`config.mk`:
```
export PLATFORM = sky130hd
export DESIGN_NAME = bac_cell
export DESIGN_NICKNAME = d
export VERILOG_FILES = /design/src/sv/bac_pkg.sv /design/src/sv/bac_cell.sv
export SDC_FILE = /design/constraint.sdc
export NUM_CORES = 1
export LEC_CHECK = 0
export ABC_AREA = 1
export BUFFER_PORTS_ARGS = -buffer_cell sky130_fd_sc_hd__buf_2
export CAP_MARGIN = 20
export CORE_MARGIN = 5
export CORE_UTILIZATION = 45
export DETAILED_ROUTE_END_ITERATION = 12
export GPL_ROUTABILITY_DRIVEN = 0
export GPL_TIMING_DRIVEN = 0
export PLACE_DENSITY = 0.9
export SLEW_MARGIN = 20
export SYNTH_ARGS = -nofsm -noshare
export SYNTH_HDL_FRONTEND = slang
export SYNTH_SLANG_ARGS = --single-unit
```
`constraint.sdc`:
```
create_clock -name clock -period 4.25 [get_ports clock]
set_input_delay 0.2125 -clock clock [delete_from_list [all_inputs] [get_ports clock]]
set_output_delay 0.2125 -clock clock [all_outputs]
set_load 0.01 [all_outputs]
```
`src/sv/bac_pkg.sv`:
```
// bac_pkg: shared field widths, codes and cell control types of the bump allocator
// used by bac_cell, bac_fold and bump_allocator_chunk_tables_top; no dependencies
package bac_pkg;

   // fixed widths of the request and response fields
   localparam int ADDR_W   = 16;
   localparam int SIZE_W   = 17;
   localparam int COUNT_W  = 11;
   localparam int STATUS_W = 3;

   // request kinds
   localparam logic REQ_ALLOC = 1'b0;
   localparam logic REQ_FREE  = 1'b1;

   // response status codes
   typedef enum logic [STATUS_W-1:0] {
      ST_OK        = 3'd0,
      ST_NULL      = 3'd1,
      ST_HEAP_FULL = 3'd2,
      ST_LIVE_FULL = 3'd3,
      ST_NOT_FOUND = 3'd4,
      ST_DEAD_FULL = 3'd5
   } status_type;

   // what a table cell does at the next edge
   typedef enum logic [1:0] {
      CELL_HOLD      = 2'd0,
      CELL_LOAD      = 2'd1,
      CELL_FROM_PREV = 2'd2,
      CELL_FROM_NEXT = 2'd3
   } cell_op_type;

   // compare results of one cell against the search key
   typedef struct packed {
      logic hit;    // entry valid and start equals key
      logic above;  // entry valid and start greater than key
   } cell_flags_type;

endpackage

```
`src/sv/bac_cell.sv`:
```
// bac_cell: one entry of a sorted chunk table (start, size) with its key compare
// neighbours feed it on insert and delete shifts; depends on bac_pkg
module bac_cell #(
   parameter int START_W = 16
) (
   input  logic                          clock,
   input  logic                          valid,
   input  logic                          flag_en,
   input  logic [START_W-1:0]            match_key,
   input  bac_pkg::cell_op_type          op,
   input  logic [START_W-1:0]            load_start,
   input  logic [bac_pkg::SIZE_W-1:0]    load_size,
   input  logic [START_W-1:0]            prev_start,
   input  logic [bac_pkg::SIZE_W-1:0]    prev_size,
   input  logic [START_W-1:0]            next_start,
   input  logic [bac_pkg::SIZE_W-1:0]    next_size,
   output logic [START_W-1:0]            start,
   output logic [bac_pkg::SIZE_W-1:0]    size,
   output bac_pkg::cell_flags_type       flags
);

   logic [START_W-1:0]         start_ff, start_in;
   logic [bac_pkg::SIZE_W-1:0] size_ff, size_in;
   bac_pkg::cell_flags_type    flags_ff, flags_in;

   // entry contents after the shift or load
   always_comb begin
      unique case (op)
         bac_pkg::CELL_HOLD: begin
            start_in = start_ff;
            size_in  = size_ff;
         end
         bac_pkg::CELL_LOAD: begin
            start_in = load_start;
            size_in  = load_size;
         end
         bac_pkg::CELL_FROM_PREV: begin
            start_in = prev_start;
            size_in  = prev_size;
         end
         bac_pkg::CELL_FROM_NEXT: begin
            start_in = next_start;
            size_in  = next_size;
         end
         default: begin
            start_in = start_ff;
            size_in  = size_ff;
         end
      endcase
   end

   // local compare against the key
   always_comb begin
      flags_in.hit   = valid && (start_ff == match_key);
      flags_in.above = valid && (start_ff > match_key);
   end

   always_ff @(posedge clock) begin
      start_ff <= start_in;
      size_ff  <= size_in;
      if (flag_en) begin
         flags_ff <= flags_in;
      end
   end

   assign start = start_ff;
   assign size  = size_ff;
   assign flags = flags_ff;

endmodule

```
==> results.md <==
- Clock root buffer master: clkbuf_8
- ANT cells: 0
- WL per Instance: between 10 and 15 um
- Complex-gate fraction of the synthesized area: about 2.2%
- Synth Area in Adders: about 9.1%
- CP peak stage delay: 430 ps
- R2R depth: 8
- Final non-filler cell total: 487
- Most frequent CP cell: nand2_1
- Final TNS setup: 0 ps
- Global-route wire length before repair: 9670 um
- Warnings from Yosys: 0
- Design area: 0.00315 mm^2
- Hold_buf cts: 0
- Syn Area/Cell: between 8 and 9 um^2
- Main combinational cell family by area after synthesis: simple AND/OR/NAND/NOR gates
- Antenna Nets Post-Route: 0
- DRC: 0
- Setup Fix Bufs, Post-CTS: 0
- Fin worst setup slack: 2730 ps
- CP delay by family, top: flip-flops
- CTS buffer count: 5
- TritonCTS clock tree: done
- Clock sinks: 35
- Placed Cells: 479
- Worst Setup Path Type: register to register
- Fin crit period: 1520 ps
- Global Route Usage Sum: between 15 and 20%
- Worst vdd ir: 208 uV
- Max Fanout on Critical Path: 2
- Max frequency: 658 MHz
- 1st-pass router iterations: 5
- Syn Inst Count: 260
- Vert. Die Dim: 79.9 um
- CTS max path bufs: 2
- Routed WL: 6380 um
- Via count: roughly 2.3k
- Crit path buf inv count: 1
- Finish-stage setup viols: 0
- PD cells: roughly 310 mW/mm^2
- CTS H-tree depth: 2
- Register area share after synthesis: 47.8%
- Synth cell types: 15
- Num rows: 25
- Synth Area in XOR/XNOR: 0%
- CTS resizes: 0
- Post-synthesis net count: just under 400
- Worst Hold Class: input port to register
- LEAKAGE: 0.00171 uW
- Total power draw: between 900 and 1000 uW
- Vias per inst: 4.82
- Placed inst area: ~0.003 mm^2
- Fraction of layout cells with a size suffix above 1: 41.9%
- Crit end category: register
- Multiplexer share of the synthesized area: 0%
- Die footprint: 0.00638 mm^2
- Pin count of the biggest net entering global routing: 34
- Num ports: 155
- Fin. max-slew vios: 0
- IO buf count: about 150
- Reg2reg setup slack: 2730 ps
- Starting DRT DRC Count: 122
- Seq cells post-synth: 35
- Synthesized cell area: between 0.002 and 0.0025 mm^2
- Reg-to-Reg End: flags[0]$_DFFE_PP_
- Arrival time worst endpoint: 1560 ps
- Hold wc startpoint: flag_en
- Status: finished clean
- Worst Path Required: 4290 ps
- Relative slew slack: 48.4%
- Hold Crit Depth: 1
- Core Area: 0.00472 mm^2
- Syn-to-layout area delta: 43.3%
- Clk Latency, worst-skew pair: about 280 ps
- Reg-to-Reg Start: start[15]$_DFFE_PP_
- CP Launch Type: register
- Die W: 79.9 um
- Worst slack at placement: 2740 ps
- Crit path cell chain: ha_1 -> nand2_1 -> nor2_1 -> nand2_1 -> inv_1 -> nand3_1 -> nand2_1 -> a21oi_1
- Max-Cap Viols: 0
- Initial Util: 46.5%
- Worst Max-Slew Pin Slew: 774 ps
- GRT Residual Overflow: 0
- CP max stage cell: edfxtp_1
- Fin. Hold Viols: 0
- Fin nets: between 500 and 600
- Worst hold endpoint: flags[1]$_DFFE_PP_
- Final period util: 35.8%
- Clk_skew: 5.24 ps
- Initial antenna violation count: 0
- RSZ-0062 raised after global routing: no
- Hpwl dp: between 5000 and 6000 um
- Post-Synth Simple-Gate Area: between 30 and 40%
- Clock transition at path regs: 70 ps
- Number of global-route vias before repair: 2118
state kept, by name, indices dropped and copies added, names as in the netlist:
signal	count
flags	2
size	17
start	16
cells in the final DEF, fill, tap and decap left out, types with 2 or more instances in the layout:
master,synthesis,final
buf_6,3,3
ha_1,16,16
buf_4,2,2
a21oi_1,7,7
clkbuf_8,0,5
nor2_1,7,7
buf_2,9,161
nand3_1,68,68
nand2_1,86,86
inv_1,22,22
edfxtp_1,35,35
power breakdown:
group / internal [uW] / total [uW] / switching (uW)
sequential: 428 / 445 / 16.8
combinational: 113 / 242 / 128
clock: 172 / 287 / 116
per-layer routing:
layer	GRT usage (%)	up-vias	wire length [um]
li1	-	1191	-
met1	23.7	1027	2470
met2	34.6	117	3280
met3	3.16	13	503
met4	6.25	0	125
met5	0	-	0
cell families (layout without fill, tap and decap cells):
logic type / after synthesis / after routing
AND/OR/NAND/NOR: 163 / 163
buffers and inverters: 37 / 197
flip-flops: 35 / 35
adder cells (fa/ha/maj): 16 / 16
AO/OA/AOI/OAI: 9 / 9
worst max-delay path by stage:
stage | start | to | slack [ps] | cells after the start
after floorplan | start[15]$_DFFE_PP_ | flags[0]$_DFFE_PP_ | 2810 | 8
after global placement | start[15]$_DFFE_PP_ | flags[0]$_DFFE_PP_ | 2750 | 8
after detailed placement | start[15]$_DFFE_PP_ | flags[0]$_DFFE_PP_ | 2740 | 8
after CTS | start[15]$_DFFE_PP_ | flags[0]$_DFFE_PP_ | 2730 | 8
after global routing | start[15]$_DFFE_PP_ | flags[0]$_DFFE_PP_ | 2590 | 8
final | start[15]$_DFFE_PP_ | flags[0]$_DFFE_PP_ | 2730 | 8
layout make-up:
| cell class | instances | area (um^2) |
|---|---|---|
| inverters | 23 | 88.8 |
| repair buffers | 152 | 761 |
| well taps | 67 | 83.8 |
| plain buffers | 14 | 93.8 |
| clock buffers | 5 | 68.8 |
| flip-flops and latches | 35 | 1050 |
| clock inverters | 3 | 38.8 |
| multi-input cells | 188 | 963 |
| fillers | 408 | 1570 |
synth_stat cells (all sizes together):
cell type | n | area [um^2]
edfxtp | 35 | 1050
ha | 16 | 200
buf | 14 | 93.8
nand3 | 68 | 340
inv | 23 | 88.8
nor2 | 8 | 46.3
a21oi | 7 | 35.0
a21o | 1 | 7.51
o21ai | 1 | 5.00
nand2 | 86 | 323
or2 | 1 | 6.26
through the flow:
step           util [%]  hold WS (ps)
6_report           66.7           150
5_1_grt            66.7           136
4_1_cts            66.7           140
3_5_place_dp       64.4           436
3_3_place_gp       64.4           435
2_1_floorplan         -           325
(Power assumes the default switching activity.)
